## src/sv/sorted_priority_table_insert_defines.svh

```systemverilog
// assertion macros shared by the sorted priority table
`ifndef SORTED_PRIORITY_TABLE_INSERT_DEFINES_SVH
`define SORTED_PRIORITY_TABLE_INSERT_DEFINES_SVH

// condition and consequence in the same cycle
`define SPTI_ASSERT_SAME(label, clk, rst_n, ante, cons, msg) \
	label: assert property (@(posedge clk) disable iff (!rst_n) (ante) |-> (cons)) \
		else $error(msg);

// consequence in the cycle after the condition
`define SPTI_ASSERT_NEXT(label, clk, rst_n, ante, cons, msg) \
	label: assert property (@(posedge clk) disable iff (!rst_n) (ante) |=> (cons)) \
		else $error(msg);

`endif

```

## src/sv/spti_pkg.sv

```systemverilog
// types and codes of the sorted priority table
`default_nettype none

package spti_pkg;

	typedef enum logic {
		OP_INSERT = 1'b0,
		OP_DUMP   = 1'b1
	} op_t;

	typedef enum logic [1:0] {
		ST_INSERTED = 2'd0,
		ST_FULL     = 2'd1,
		ST_DUMPED   = 2'd2,
		ST_EMPTY    = 2'd3
	} status_t;

	typedef struct packed {
		op_t                op;
		logic [7:0]         data_byte;
		logic signed [15:0] priority_req;
	} req_t;

	typedef struct packed {
		status_t            status;
		logic [7:0]         out_data;
		logic signed [15:0] out_priority;
		logic [4:0]         occupancy;
		logic               last;
	} rsp_t;

	typedef struct packed {
		logic [7:0]         data;
		logic signed [15:0] prio;
	} entry_t;

	typedef struct packed {
		logic       load_carry;
		logic       walk_en;
		logic       place_en;
		logic       out_load;
		status_t    out_status;
		logic       out_last;
		logic [4:0] occupancy;
	} cmd_t;

endpackage

`default_nettype wire

```

## src/sv/spti_if.sv

```systemverilog
// request and result channel interfaces
`default_nettype none

interface spti_req_if;
	import spti_pkg::*;
	logic valid;
	logic ready;
	req_t payload;
	modport source (output valid, output payload, input ready);
	modport sink (input valid, input payload, output ready);
endinterface

interface spti_rsp_if;
	import spti_pkg::*;
	logic valid;
	logic ready;
	rsp_t payload;
	modport source (output valid, output payload, input ready);
	modport sink (input valid, input payload, output ready);
endinterface

`default_nettype wire

```

## src/sv/spti_dp.sv

```systemverilog
// datapath: entry memory, carried entry and result register
`default_nettype none

module spti_dp #(
	parameter int DEPTH = 16,
	parameter int AW    = 4
) (
	input  logic            clk,
	input  logic            arst_n,
	input  spti_pkg::cmd_t  cmd,
	input  logic [AW-1:0]   rd_addr,
	input  logic [AW-1:0]   wr_addr,
	input  spti_pkg::req_t  req_payload,
	input  logic            rsp_ready,
	output logic            rsp_valid,
	output spti_pkg::rsp_t  rsp_payload,
	output logic            out_free
);
	import spti_pkg::*;

	entry_t mem_q [DEPTH];
	entry_t rdata_q;
	entry_t carry_q;
	logic   out_valid_q;
	rsp_t   out_q;
	logic   swap;

	// stored entry sorts after the carry: exchange them
	assign swap = rdata_q.prio > carry_q.prio;

	always_ff @(posedge clk) begin
		if (cmd.place_en || (cmd.walk_en && swap)) begin
			mem_q[wr_addr] <= carry_q;
		end
		rdata_q <= mem_q[rd_addr];
	end

	always_ff @(posedge clk) begin
		if (cmd.load_carry) begin
			carry_q.data <= req_payload.data_byte;
			carry_q.prio <= req_payload.priority_req;
		end else if (cmd.walk_en && swap) begin
			carry_q <= rdata_q;
		end
	end

	assign out_free = !out_valid_q || rsp_ready;

	always_ff @(posedge clk or negedge arst_n) begin
		if (!arst_n) begin
			out_valid_q <= 1'b0;
		end else if (cmd.out_load) begin
			out_valid_q <= 1'b1;
		end else if (rsp_ready) begin
			out_valid_q <= 1'b0;
		end
	end

	always_ff @(posedge clk) begin
		if (cmd.out_load) begin
			out_q.status    <= cmd.out_status;
			out_q.occupancy <= cmd.occupancy;
			out_q.last      <= cmd.out_last;
			if (cmd.out_status == ST_DUMPED) begin
				out_q.out_data     <= rdata_q.data;
				out_q.out_priority <= rdata_q.prio;
			end else begin
				out_q.out_data     <= '0;
				out_q.out_priority <= '0;
			end
		end
	end

	assign rsp_valid   = out_valid_q;
	assign rsp_payload = out_q;

endmodule

`default_nettype wire

```

## src/sv/spti_ctrl.sv

```systemverilog
// controller: walk, place, emit and dump sequencing
`default_nettype none

module spti_ctrl #(
	parameter int DEPTH = 16,
	parameter int AW    = 4,
	parameter int CW    = 5
) (
	input  logic            clk,
	input  logic            arst_n,
	input  logic            req_valid,
	input  spti_pkg::op_t   req_op,
	output logic            req_ready,
	input  logic            out_free,
	output spti_pkg::cmd_t  cmd,
	output logic [AW-1:0]   rd_addr,
	output logic [AW-1:0]   wr_addr,
	output logic [CW-1:0]   count
);
	import spti_pkg::*;

	typedef enum logic [2:0] {
		S_IDLE,
		S_WALK,
		S_PLACE,
		S_EMIT,
		S_DUMP
	} state_t;

	state_t        state_q;
	logic [AW-1:0] idx_q;
	logic [CW-1:0] count_q;
	status_t       emit_status_q;
	logic          accept;
	logic          is_last;

	assign accept  = (state_q == S_IDLE) && req_valid;
	assign is_last = (CW'(idx_q) + CW'(1)) == count_q;

	always_comb begin
		cmd            = '0;
		cmd.load_carry = accept;
		cmd.occupancy  = 5'(count_q);
		cmd.out_status = emit_status_q;
		rd_addr        = idx_q;
		wr_addr        = idx_q;
		case (state_q)
			S_IDLE: begin
				rd_addr = '0;
			end
			S_WALK: begin
				cmd.walk_en = 1'b1;
				rd_addr     = idx_q + AW'(1);
			end
			S_PLACE: begin
				cmd.place_en = 1'b1;
				wr_addr      = count_q[AW-1:0];
			end
			S_EMIT: begin
				cmd.out_load = out_free;
				cmd.out_last = 1'b1;
			end
			S_DUMP: begin
				cmd.out_load   = out_free;
				cmd.out_status = ST_DUMPED;
				cmd.out_last   = is_last;
				rd_addr        = out_free ? idx_q + AW'(1) : idx_q;
			end
			default: begin
				rd_addr = '0;
			end
		endcase
	end

	assign req_ready = (state_q == S_IDLE);
	assign count     = count_q;

	always_ff @(posedge clk or negedge arst_n) begin
		if (!arst_n) begin
			state_q       <= S_IDLE;
			idx_q         <= '0;
			count_q       <= '0;
			emit_status_q <= ST_INSERTED;
		end else begin
			case (state_q)
				S_IDLE: begin
					if (req_valid) begin
						idx_q <= '0;
						if (req_op == OP_INSERT) begin
							if (count_q == CW'(DEPTH)) begin
								emit_status_q <= ST_FULL;
								state_q       <= S_EMIT;
							end else if (count_q == '0) begin
								state_q <= S_PLACE;
							end else begin
								state_q <= S_WALK;
							end
						end else if (count_q == '0) begin
							emit_status_q <= ST_EMPTY;
							state_q       <= S_EMIT;
						end else begin
							state_q <= S_DUMP;
						end
					end
				end
				S_WALK: begin
					if (is_last) begin
						state_q <= S_PLACE;
					end else begin
						idx_q <= idx_q + AW'(1);
					end
				end
				S_PLACE: begin
					count_q       <= count_q + CW'(1);
					emit_status_q <= ST_INSERTED;
					state_q       <= S_EMIT;
				end
				S_EMIT: begin
					if (out_free) begin
						state_q <= S_IDLE;
					end
				end
				S_DUMP: begin
					if (out_free) begin
						if (is_last) begin
							state_q <= S_IDLE;
						end else begin
							idx_q <= idx_q + AW'(1);
						end
					end
				end
				default: begin
					state_q <= S_IDLE;
				end
			endcase
		end
	end

endmodule

`default_nettype wire

```

## src/sv/sorted_priority_table_insert.sv

```systemverilog
// top level of the sorted priority table
// channels: req (sink) carries an op, a data byte and a signed priority;
//   rsp (source) carries status, dumped data and priority, occupancy, last
// insert: the new entry walks the stored entries front to back, one per
//   cycle, swapping with each entry of strictly greater priority, and the
//   final carry lands at the end; the walk reads through the single read port
// dump: one result per cycle while rsp is ready, last one marked; an
//   empty table gives one empty status
// insert into a full table is dropped with a full status
// one request is in work at a time; req is ready again once its last
//   result sits in the output register, even while rsp is stalled
// a stall on rsp holds the output register and pauses the dump walk
// reset clears the entry count and all control; memory is not cleared,
//   only entries below the count are ever used
`default_nettype none

`include "sorted_priority_table_insert_defines.svh"

module sorted_priority_table_insert #(
	parameter int DEPTH = 16
) (
	input  logic       clk,
	input  logic       arst_n,
	spti_req_if.sink   req,
	spti_rsp_if.source rsp
);
	import spti_pkg::*;

	localparam int AW = (DEPTH > 1) ? $clog2(DEPTH) : 1;
	localparam int CW = $clog2(DEPTH + 1);

	cmd_t          cmd;
	logic [AW-1:0] rd_addr;
	logic [AW-1:0] wr_addr;
	logic [CW-1:0] count;
	logic          out_free;
	logic          full_insert;
	logic [CW-1:0] count_p1;
	logic          mem_wr;

	// sequencing of walk, place, emit and dump
	spti_ctrl #(
		.DEPTH (DEPTH),
		.AW    (AW),
		.CW    (CW)
	) u_ctrl (
		.clk       (clk),
		.arst_n    (arst_n),
		.req_valid (req.valid),
		.req_op    (req.payload.op),
		.req_ready (req.ready),
		.out_free  (out_free),
		.cmd       (cmd),
		.rd_addr   (rd_addr),
		.wr_addr   (wr_addr),
		.count     (count)
	);

	// entry memory, compare and swap, result register
	spti_dp #(
		.DEPTH (DEPTH),
		.AW    (AW)
	) u_dp (
		.clk         (clk),
		.arst_n      (arst_n),
		.cmd         (cmd),
		.rd_addr     (rd_addr),
		.wr_addr     (wr_addr),
		.req_payload (req.payload),
		.rsp_ready   (rsp.ready),
		.rsp_valid   (rsp.valid),
		.rsp_payload (rsp.payload),
		.out_free    (out_free)
	);

	// insert request taken while the table is full
	assign full_insert = req.valid && req.ready && (req.payload.op == OP_INSERT)
		&& (count == CW'(DEPTH));
	assign count_p1    = count + CW'(1);
	assign mem_wr      = cmd.walk_en || cmd.place_en;

	// entry count stays within the table
	`SPTI_ASSERT_SAME(a_count_bound, clk, arst_n, 1'b1, count <= CW'(DEPTH), "count above depth")

	// a dropped insert leaves the entry count as it was
	`SPTI_ASSERT_NEXT(a_full_drop, clk, arst_n, full_insert, $stable(count), "full insert moved count")

	// the count only ever grows by one entry
	`SPTI_ASSERT_SAME(a_count_step, clk, arst_n, $changed(count), count == $past(count_p1), "count jumped")

	// no memory write while a new request can be taken
	`SPTI_ASSERT_SAME(a_idle_quiet, clk, arst_n, req.ready, !mem_wr, "write while idle")

endmodule

`default_nettype wire

```

## src/flat_wrapper.sv

```systemverilog
// flat-port wrapper written by rule: the top's interface ports become plain ports
module sorted_priority_table_insert_flat import spti_pkg::*;
#(
	parameter int DEPTH = 16
)
  (clk, arst_n, req_valid, req_payload, req_ready, rsp_valid, rsp_payload, rsp_ready);
  spti_req_if req_i ();
  spti_rsp_if rsp_i ();
  input  logic clk;
  input  logic arst_n;
  input wire logic [$bits(req_i.valid)-1:0] req_valid;
  input wire logic [$bits(req_i.payload)-1:0] req_payload;
  output wire logic [$bits(req_i.ready)-1:0] req_ready;
  output wire logic [$bits(rsp_i.valid)-1:0] rsp_valid;
  output wire logic [$bits(rsp_i.payload)-1:0] rsp_payload;
  input wire logic [$bits(rsp_i.ready)-1:0] rsp_ready;
  assign req_i.valid = req_valid;
  assign req_i.payload = req_payload;
  assign req_ready = req_i.ready;
  assign rsp_valid = rsp_i.valid;
  assign rsp_payload = rsp_i.payload;
  assign rsp_i.ready = rsp_ready;
  sorted_priority_table_insert #(.DEPTH(DEPTH)) u_core (.clk(clk), .arst_n(arst_n), .req(req_i), .rsp(rsp_i));
endmodule
```

## config.mk

```make
export PLATFORM = sky130hd
export DESIGN_NAME = sorted_priority_table_insert_flat
export DESIGN_NICKNAME = d
export VERILOG_FILES = /design/src/sv/spti_pkg.sv /design/src/sv/spti_if.sv /design/src/sv/spti_dp.sv /design/src/sv/spti_ctrl.sv /design/src/sv/sorted_priority_table_insert.sv /design/src/flat_wrapper.sv
export VERILOG_INCLUDE_DIRS = /design/src /design/src/sv
export SDC_FILE = /design/constraint.sdc
export NUM_CORES = 1
export LEC_CHECK = 0
export ABC_AREA = 0
export BUFFER_PORTS_ARGS = -buffer_cell sky130_fd_sc_hd__buf_2
export CAP_MARGIN = 20
export CORE_ASPECT_RATIO = 0.8
export CORE_MARGIN = 3
export CORE_UTILIZATION = 50
export CTS_CLUSTER_SIZE = 8
export DETAILED_ROUTE_END_ITERATION = 10
export MAX_ROUTING_LAYER = met4
export PLACE_DENSITY_LB_ADDON = 0.08
export SYNTH_ARGS = -nofsm -noshare
export SYNTH_HDL_FRONTEND = slang
export SYNTH_SLANG_ARGS = --single-unit
```

## constraint.sdc

```tcl
create_clock -name clk -period 3.7 [get_ports clk]
set_input_delay 0.925 -clock clk [delete_from_list [all_inputs] [get_ports clk]]
set_output_delay 0.925 -clock clk [all_outputs]
set_load 0.1 [all_outputs]
```

==> impl_metrics.py, run 1 <==
metrics = {
    "outcome": {
        "status": "finished, final reports clean",
    },
    "cts": {
        "cts_setup_buffers": 0,
        "cts_buffers": 69,
        "ctsResizeCount": 0,
        "cts_root_buf": "clkbuf_16",
        "cts.clk_slew.worst_paths_ps": 60,
        "cts_tree": "built",
        "cts.sinks": 479,
        "h-tree-depth": 3,
        "cts_hold_buf": 0,
        "insertion_delay_ps": 580,
        "cts_max_path_buffers": 3,
    },
    "detailed_routing": {
        "via_per_inst": 6.23,
        "drcViolationCount": 0,
        "drt_pass1_iterations": 6,
        "vias": 13100,
        "ant_nets": 0,
        "wl_per_cell_microns": 26.9,
        "drt-initial-drc-count": 1379,
        "drt_wl_total_mm": 56.2,
    },
    "synth": {
        "ys_ff_latch": 479,
        "syn_inst": 1415,
        "synthDistinctLibCells": 66,
        "synth_common_cells": "edfxtp_1 (440), o211ai_1 (128), nand2_1 (119)",
        "synth.largest_area_cell": "edfxtp_1",
        "yosysMostFrequentCell": "edfxtp_1",
        "netlist_area_sq_um": 20100,
        "synth_top_area_share_pct": 65.9,
        "async_reset_ff_share_pct": 3.13,
        "syn-num-nets": 1463,
        "synth_edf_count": 440,
        "seq_area_frac_synth_pct": 70.1,
        "avgSynthCellArea_sq_um": 14.2,
        "yosysWarnings": 0,
        "ys.flop_type": "edfxtp_1",
        "yosys-top-cells-area": "edfxtp_1 (66%), o211ai_1 (4.8%), dfxtp_1 (2.4%), nand2_1 (2.2%), mux2i_1 (2.2%)",
    },
    "cells_and_area": {
        "stdcell_count": 2094,
        "fin_nets": 1568,
        "fin_area_sq_um": 23700,
        "area_growth_pct": 17.9,
        "diodes": 0,
        "drive_gt1_share_pct": 18.0,
    },
    "pwr": {
        "clockPowerShare_pct": 23.8,
        "p_sw_share_pct": 40.7,
        "combPwrFrac_pct": 40.0,
        "p_leak_nw": 8.18,
        "power.density_nw_per_um2": 1030,
        "ir_drop_v": 0.000707,
        "power_switching_mw": 9.91,
        "p_int_mw": 14.5,
        "seq_power_share_pct": 36.1,
        "p_total_mw": 24.4,
    },
    "floorplan": {
        "fp.dieArea_sq_um": 42600,
        "rows": 64,
        "core_area_sq_um": 38900,
        "start_util_pct": 51.5,
        "ios": 63,
        "die_w_microns": 230,
        "chipHeight_microns": 185,
    },
    "setup_path": {
        "cp_data_arrival_time_ps": 3530,
        "crit_type": "reg2reg",
        "end_kind": "flop",
        "crit_required_ps": 3930,
        "startpoint_type": "flop",
        "path_max_fanout": 17,
    },
    "global_route": {
        "antenna_found_initial": 0,
        "grt_overflow": 0,
        "grt_pass1_wl_mm": 83.8,
        "grt_max_degree": 70,
        "grt_pass1_vias": 12800,
        "grt_usage_pct": 27.6,
    },
    "timing": {
        "setup_viol": 0,
        "period_share_pct": 89.2,
        "layout_min_cycle_time_ps": 3300,
        "rsz0062_at_grt": "false",
        "fin_worst_skew_ps": 24.5,
        "tns_ps": 0,
        "slew_violations": 0,
        "slew_headroom_pct": 28.8,
        "timing_hold_violations_final": 0,
        "worst_pin_slew_ps": 1060,
        "whs_ps": 250,
        "max_freq_mhz": 303,
    },
    "place": {
        "finalWeightedCongestion": 0.800,
        "placedCellCount": 1977,
        "place_area_sq_um": 21700,
        "dp_hpwl_mm": 31.3,
        "io_buffers": 62,
    },
    "job": {
        "maxCapViolCount": 0,
    },
    "hold_path": {
        "hold_path.class": "in2async",
    },
}
power by group through the flow:
| stage | clock network, mW | logic (mW) | registers (mW) |
|---|---|---|---|
| after global placement | 0 | 9.58 | 8.85 |
| final | 5.81 | 9.76 | 8.81 |
| after CTS | 5.88 | 9.74 | 8.79 |
| after detailed placement | 0 | 9.67 | 8.88 |
| after floorplan | 0 | 5.43 | 9.42 |
| after global routing | 6.14 | 10.4 | 8.93 |
worst paths after layout:
kind | endpoint | from | slack, ps | cells past startpoint
max in group asynchronous | u_core.u_ctrl.state_q[1]$_DFFE_PN0P_ | arst_n | 3180 | 1
min in group clk | u_core.u_dp.carry_q[16]$_DFFE_PP_ | u_core.u_dp.rdata_q[16]$_DFF_P_ | 520 | 2
setup / recovery | u_core.u_dp.mem_q[13][19]$_DFFE_PP_ | u_core.u_dp.carry_q[15]$_DFFE_PP_ | 400 | 9
hold / removal | u_core.u_dp.rsp_valid$_DFFE_PN0P_ | arst_n | 250 | 1
hold reg to reg | u_core.u_dp.carry_q[16]$_DFFE_PP_ | u_core.u_dp.rdata_q[16]$_DFF_P_ | 520 | 2
setup reg to reg | u_core.u_dp.mem_q[13][19]$_DFFE_PP_ | u_core.u_dp.carry_q[15]$_DFFE_PP_ | 400 | 9
through the flow:
stage	utilization, %	worst slack, ps
after floorplan	-	109
after global placement	55.7	177
after detailed placement	55.7	121
after CTS	60.8	459
after global routing	60.8	289
final	60.8	401
state kept, by name, indices dropped and copies added (netlist names):
signal,flops
u_core.u_ctrl.idx_q,4
u_core.u_ctrl.count,5
u_core.u_ctrl.state_q,3
u_core.u_dp.carry_q,24
u_core.u_dp.mem_q,384
u_core.u_ctrl.emit_status_q,2
u_core.u_dp.rsp_payload,32
u_core.u_dp.rsp_valid,1
u_core.u_dp.rdata_q,24
critical path, stage by stage (launching register included):
cell	delay, ps
edfxtp_1	790
inv_1	110
ha_1	340
nand4_1	140
nor2_1	350
o31a_1	330
o2111ai_1	150
buf_4	220
a21oi_4	160
buf_4	320
placed cells by master (no fill, tap or decap), drive strengths merged, types with 12 or more instances in the layout:
| cell | instances |
|---|---|
| o2111ai | 33 |
| mux2 | 16 |
| a211o | 12 |
| inv | 100 |
| a211oi | 42 |
| and2 | 27 |
| clkbuf | 113 |
| o211ai | 128 |
| dfxtp | 24 |
| buf | 141 |
| nand2 | 120 |
| o221a | 14 |
| mux2i | 44 |
| dfrtp | 15 |
| o21ai | 12 |
| nor2 | 18 |
| a21oi | 79 |
| edfxtp | 440 |
| a21boi | 16 |
| ha | 19 |
| a221oi | 16 |
| a31oi | 16 |
logic make-up after synthesis:
group	Yosys count	share of synthesized area, %
buffers and inverters	203	4.19
AOI/OAI and AO/OA	418	15.4
xor gates and xnor gates	11	0.480
DFF	479	70.1
adders and majority gates	19	1.19
muxes	60	3.09
and+or+nand+nor	225	5.51
metal layers:
metal | up-vias | global-route usage, % | part of all wire, %
li1 | 5741 | - | -
met1 | 6643 | 39.9 | 45
met2 | 562 | 39.6 | 44
met3 | 104 | 4.84 | 8.0
met4 | 0 | 10.3 | 3.2
met5 | - | - | 0
area by class of cell:
cell class	instances	area (sq um)
multi-input combinational	733	5420
inverter	96	360
clock buffer	113	1930
sequential	479	14100
fill	3009	15300
timing repair buffer	141	1170
clock inverter	4	46.3
tap	528	661
Power figures use the tool's default switching activity.
==> run 2, diff against run 1 <==
--- a/config.mk
+++ b/config.mk
@@ -18,4 +18,5 @@
 export PLACE_DENSITY_LB_ADDON = 0.08
 export SYNTH_ARGS = -nofsm -noshare
 export SYNTH_HDL_FRONTEND = slang
+export SYNTH_HIERARCHICAL = 1
 export SYNTH_SLANG_ARGS = --single-unit
==> impl_metrics.py, run 2 <==
metrics = {
    "outcome": {
        "status": "finished, final reports clean",
    },
    "synth": {
        "yosysWarnings": 6,
        "syn_inst": 915,
        "syn-num-nets": 963,
        "avgSynthCellArea_sq_um": 20.7,
        "netlist_area_sq_um": 19000,
    },
    "cells_and_area": {
        "final_util_pct": 61.1,
        "drive_gt1_share_pct": 35.9,
        "fin_area_sq_um": 22700,
        "fin_nets": 1135,
        "area_growth_pct": 20.0,
        "layout_common_cells": "edfxtp_1 (440), mux4_2 (120), clkbuf_16 (72)",
        "largest_register_ff_count": 384,
        "largest_register": "u_core/u_dp/mem_q",
        "diodes": 0,
        "layout_commonest_cell": "edfxtp_1",
    },
    "cts": {
        "cts_tree": "built",
        "cts.clk_slew.worst_paths_ps": 50,
        "insertion_delay_ps": 570,
        "cts_hold_buf": 0,
        "cts_buffers": 69,
        "cts_setup_buffers": 0,
        "cts_root_buf": "clkbuf_16",
        "cts.sinks": 479,
        "h-tree-depth": 3,
        "ctsResizeCount": 0,
        "cts_max_path_buffers": 3,
    },
    "global_route": {
        "grt_max_degree": 42,
        "grt_usage_pct": 23.1,
        "grtUsageMet3_pct": 4.36,
        "grt_pass1_vias": 9795,
        "grt-busiest-layer": "met1",
        "grt_pass1_wl_mm": 65.6,
        "grt_overflow": 0,
        "use_met1_pct": 35.4,
        "met2_usage_pct": 32.4,
        "antenna_found_initial": 0,
    },
    "timing": {
        "layout_min_cycle_time_ps": 3280,
        "worst_pin_slew_ps": 1140,
        "tns_ps": 0,
        "timing_hold_violations_final": 0,
        "whs_ps": 284,
        "rsz0062_at_grt": "false",
        "slew_violations": 0,
        "setup_slack_ps": 421,
        "fin_worst_skew_ps": 16.2,
        "period_share_pct": 88.6,
        "setup_viol": 0,
        "slew_headroom_pct": 23.9,
        "max_freq_mhz": 305,
    },
    "pwr": {
        "seq_power_share_pct": 38.8,
        "p_sw_share_pct": 32.3,
        "power.density_nw_per_um2": 925,
        "combPwrFrac_pct": 33.8,
        "power_switching_mw": 6.78,
        "p_int_mw": 14.2,
        "clockPowerShare_pct": 27.3,
        "ir_drop_v": 0.000422,
        "p_leak_nw": 7.55,
    },
    "floorplan": {
        "core_area_sq_um": 37200,
        "rows": 63,
        "chipHeight_microns": 180,
        "die_w_microns": 224,
        "ios": 63,
        "fp.dieArea_sq_um": 40300,
        "start_util_pct": 50.9,
    },
    "place": {
        "dp_hpwl_mm": 25.9,
        "place_area_sq_um": 20700,
        "io_buffers": 62,
        "finalWeightedCongestion": 0.802,
        "dp_slack_ps": 294,
    },
    "detailed_routing": {
        "vias": 9459,
        "drt_wl_total_mm": 43.5,
        "via_per_inst": 5.83,
        "ant_nets": 0,
        "drt_pass1_iterations": 5,
        "drcViolationCount": 0,
        "wl_per_cell_microns": 26.8,
        "drt-initial-drc-count": 874,
    },
    "setup_path": {
        "cp_data_arrival_time_ps": 3550,
        "end_kind": "flop",
        "startpoint_type": "flop",
        "crit_type": "reg2reg",
        "path_max_fanout": 18,
        "crit_required_ps": 3970,
    },
    "job": {
        "maxCapViolCount": 0,
    },
    "hold_path": {
        "hold_path.class": "in2async",
    },
}
run 2: path summary, 6_finish.rpt:
| kind | startpoint | to | slack [ps] | depth (start not counted) |
|---|---|---|---|---|
| setup / recovery | u_core/u_dp/carry_q[1]$_DFFE_PP_ | u_core/u_dp/mem_q[14][18]$_DFFE_PP_ | 420 | 10 |
| hold / removal | arst_n | u_core/u_ctrl/emit_status_q[0]$_DFFE_PN0P_ | 280 | 1 |
| setup reg to reg | u_core/u_dp/carry_q[1]$_DFFE_PP_ | u_core/u_dp/mem_q[14][18]$_DFFE_PP_ | 420 | 10 |
| hold reg to reg | u_core/u_ctrl/emit_status_q[0]$_DFFE_PN0P_ | u_core/u_ctrl/emit_status_q[0]$_DFFE_PN0P_ | 510 | 2 |
| max in group asynchronous | arst_n | u_core/u_ctrl/state_q[0]$_DFFE_PN0P_ | 3130 | 1 |
| min in group clk | u_core/u_ctrl/emit_status_q[0]$_DFFE_PN0P_ | u_core/u_ctrl/emit_status_q[0]$_DFFE_PN0P_ | 510 | 2 |
run 2: power groups by stage:
stage               Sequential, mW  Combinational (mW)  Clock [mW]
finish                        8.17                7.11        5.75
global route                  8.27                7.63        6.12
CTS                           8.17                7.20        5.87
detailed placement            8.26                7.16           0
global placement              8.26                7.09           0
floorplan                     8.86                4.10           0
run 2: routing by layer:
metal | vias to the layer above | wire, microns
met3 | 73 | 2360
met2 | 297 | 19600
met5 | - | 0
met4 | 0 | 902
li1 | 4090 | -
met1 | 4999 | 20600
run 2: final cells by class:
cell class / instances / area, sq um
inverter: 25 / 93.8
fill: 2655 / 14500
clock inverter: 4 / 42.5
multi-input combinational: 365 / 4750
sequential: 479 / 14100
timing repair buffer: 147 / 1210
tap: 487 / 609
clock buffer: 115 / 1960
run 2: critical path: stages (launching register included):
cell and delay (ps):
edfxtp_1 400, inv_1 70, ha_1 230, nor2b_1 130, o211ai_1 430, a2111oi_2 150
buf_4 180, o41ai_4 810, buf_12 250, nor2_4 50, buf_4 270
run 2: through the flow:
stage | instances | power [mW]
2_1_floorplan | 915 | 13.0
3_3_place_gp | 1501 | 15.3
3_5_place_dp | 1503 | 15.4
4_1_cts | 1622 | 21.2
5_1_grt | 1622 | 22.0
6_report | 1622 | 21.0
==> run 3, diff against run 2 <==
--- a/config.mk
+++ b/config.mk
@@ -15,7 +15,7 @@
 export CTS_CLUSTER_SIZE = 8
 export DETAILED_ROUTE_END_ITERATION = 10
 export MAX_ROUTING_LAYER = met4
-export PLACE_DENSITY_LB_ADDON = 0.08
+export PLACE_DENSITY = 0.75
 export SYNTH_ARGS = -nofsm -noshare
 export SYNTH_HDL_FRONTEND = slang
 export SYNTH_HIERARCHICAL = 1
==> impl_metrics.py, run 3 (synthesized netlist as in run 2, its figures left out) <==
metrics = {
    "global_route": {
        "grt_usage_pct": 22.8,
        "use_met1_pct": 31.9,
        "antenna_found_initial": 1,
        "grt-busiest-layer": "met2",
        "grt_overflow": 0,
        "grt_max_degree": 49,
        "grt_pass1_vias": 9943,
        "met2_usage_pct": 33.3,
        "grtUsageMet3_pct": 6.22,
        "grt_pass1_wl_mm": 64.8,
    },
    "detailed_routing": {
        "via_per_inst": 6.06,
        "vias": 9713,
        "ant_nets": 0,
        "drt_wl_total_mm": 43.3,
        "wl_per_cell_microns": 27.0,
        "drcViolationCount": 0,
        "drt-initial-drc-count": 1050,
        "drt_pass1_iterations": 6,
    },
    "setup_path": {
        "crit_required_ps": 3960,
        "end_kind": "flop",
        "rrSetupSlack_ps": 170,
        "r2r_cells": 9,
        "startpoint_type": "flop",
        "path_max_fanout": 24,
        "cp_data_arrival_time_ps": 3790,
        "crit_type": "reg2reg",
        "r2r-end": "u_core/u_dp/mem_q[2][11]$_DFFE_PP_",
        "reg2reg_from": "u_core/u_dp/carry_q[12]$_DFFE_PP_",
    },
    "cts": {
        "cts_buffers": 69,
        "insertion_delay_ps": 580,
        "cts_max_path_buffers": 3,
        "ctsResizeCount": 0,
        "cts_tree": "built",
        "cts_root_buf": "clkbuf_16",
        "h-tree-depth": 3,
        "cts_setup_buffers": 0,
        "cts.sinks": 479,
        "cts.clk_slew.worst_paths_ps": 50,
        "cts_hold_buf": 0,
    },
    "floorplan": {
        "chipHeight_microns": 180,
        "core_area_sq_um": 37200,
        "die_w_microns": 224,
        "rows": 63,
        "ios": 63,
        "start_util_pct": 50.9,
        "fp.dieArea_sq_um": 40300,
    },
    "pwr": {
        "p_leak_nw": 7.44,
        "p_total_mw": 21.0,
        "ir_drop_v": 0.000518,
        "power.density_nw_per_um2": 931,
    },
    "place": {
        "finalWeightedCongestion": 0.837,
        "dp_hpwl_mm": 24.6,
        "placedCellCount": 1486,
        "io_buffers": 62,
        "dp_slack_ps": 151,
    },
    "timing": {
        "max_freq_mhz": 283,
        "slew_violations": 0,
        "fin_worst_skew_ps": 20.4,
        "setup_slack_ps": 169,
        "slew_headroom_pct": 35.6,
        "setup_viol": 0,
        "timing_hold_violations_final": 0,
        "tns_ps": 0,
        "period_share_pct": 95.4,
        "worst_pin_slew_ps": 963,
        "rsz0062_at_grt": "true",
        "whs_ps": 263,
        "layout_min_cycle_time_ps": 3530,
    },
    "outcome": {
        "status": "finished, final reports clean",
    },
    "cells_and_area": {
        "largest_register": "u_core/u_dp/mem_q",
        "multi_input_comb_area_sq_um": 4690,
        "regArea_sq_um": 14100,
        "layout_commonest_cell": "edfxtp_1",
        "nFillCells": 2540,
        "largest_register_ff_count": 384,
        "drive_gt1_share_pct": 34.9,
        "layout_common_cells": "edfxtp_1 (440), mux4_2 (120), clkbuf_16 (70)",
        "stdcell_count": 1602,
        "area_growth_pct": 18.8,
        "fin_nets": 1118,
        "diodes": 0,
    },
    "job": {
        "maxCapViolCount": 0,
    },
    "hold_path": {
        "hold_path.class": "in2async",
    },
}
[run 3: through the flow]
step	utilization (%)	cell area, sq um
floorplan	-	19000
global placement	55.2	20500
detailed placement	55.2	20500
CTS	60.5	22500
global route	60.5	22500
finish	60.5	22500
[run 3: cell type report]
class | instances | share of cell area, %
flip-flops and latches | 479 | 62.5
repair buffers | 130 | 4.87
well taps | 487 | 2.71
inverters | 25 | 0.417
multi-input cells | 365 | 20.8
clock buffers | 112 | 8.48
clock inverters | 4 | 0.239
[run 3: worst max-delay path by stage]
stage	startpoint	endpoint	slack [ps]	cells after the start
after floorplan	u_core/u_ctrl/state_q[1]$_DFFE_PN0P_	u_core/u_dp/mem_q[14][0]$_DFFE_PP_	250	8
after global placement	u_core/u_dp/carry_q[12]$_DFFE_PP_	u_core/u_dp/mem_q[4][18]$_DFFE_PP_	230	8
after detailed placement	u_core/u_dp/carry_q[12]$_DFFE_PP_	u_core/u_dp/mem_q[1][12]$_DFFE_PP_	150	8
after CTS	u_core/u_dp/carry_q[12]$_DFFE_PP_	u_core/u_dp/mem_q[1][13]$_DFFE_PP_	130	8
after global routing	u_core/u_dp/carry_q[12]$_DFFE_PP_	u_core/u_dp/mem_q[2][11]$_DFFE_PP_	-20	9
final	u_core/u_dp/carry_q[12]$_DFFE_PP_	u_core/u_dp/mem_q[2][11]$_DFFE_PP_	170	9
[run 3: critical path, stage by stage, from the launching register on]
cell      delay, ps
edfxtp_1        660
inv_1           120
ha_1            200
a21o_1          150
a21oi_1         330
nand2b_1        160
o41ai_4         930
buf_4           310
nor2_2           50
buf_4           290
[run 3: metal layers]
metal / part of all wire, % / vias to the layer above / wire length [microns]
li1: - / 4043 / -
met1: 41 / 5042 / 17700
met2: 47 / 532 / 20400
met3: 9.5 / 96 / 4130
met4: 2.5 / 0 / 1100
met5: 0 / - / 0
[run 3: report_power, final]
group	internal, mW	switching, mW	leakage (nW)
logic	3.02	4.01	2.12
registers	7.58	0.660	4.38
clock network	3.51	2.20	0.938
total	14.1	6.87	7.44
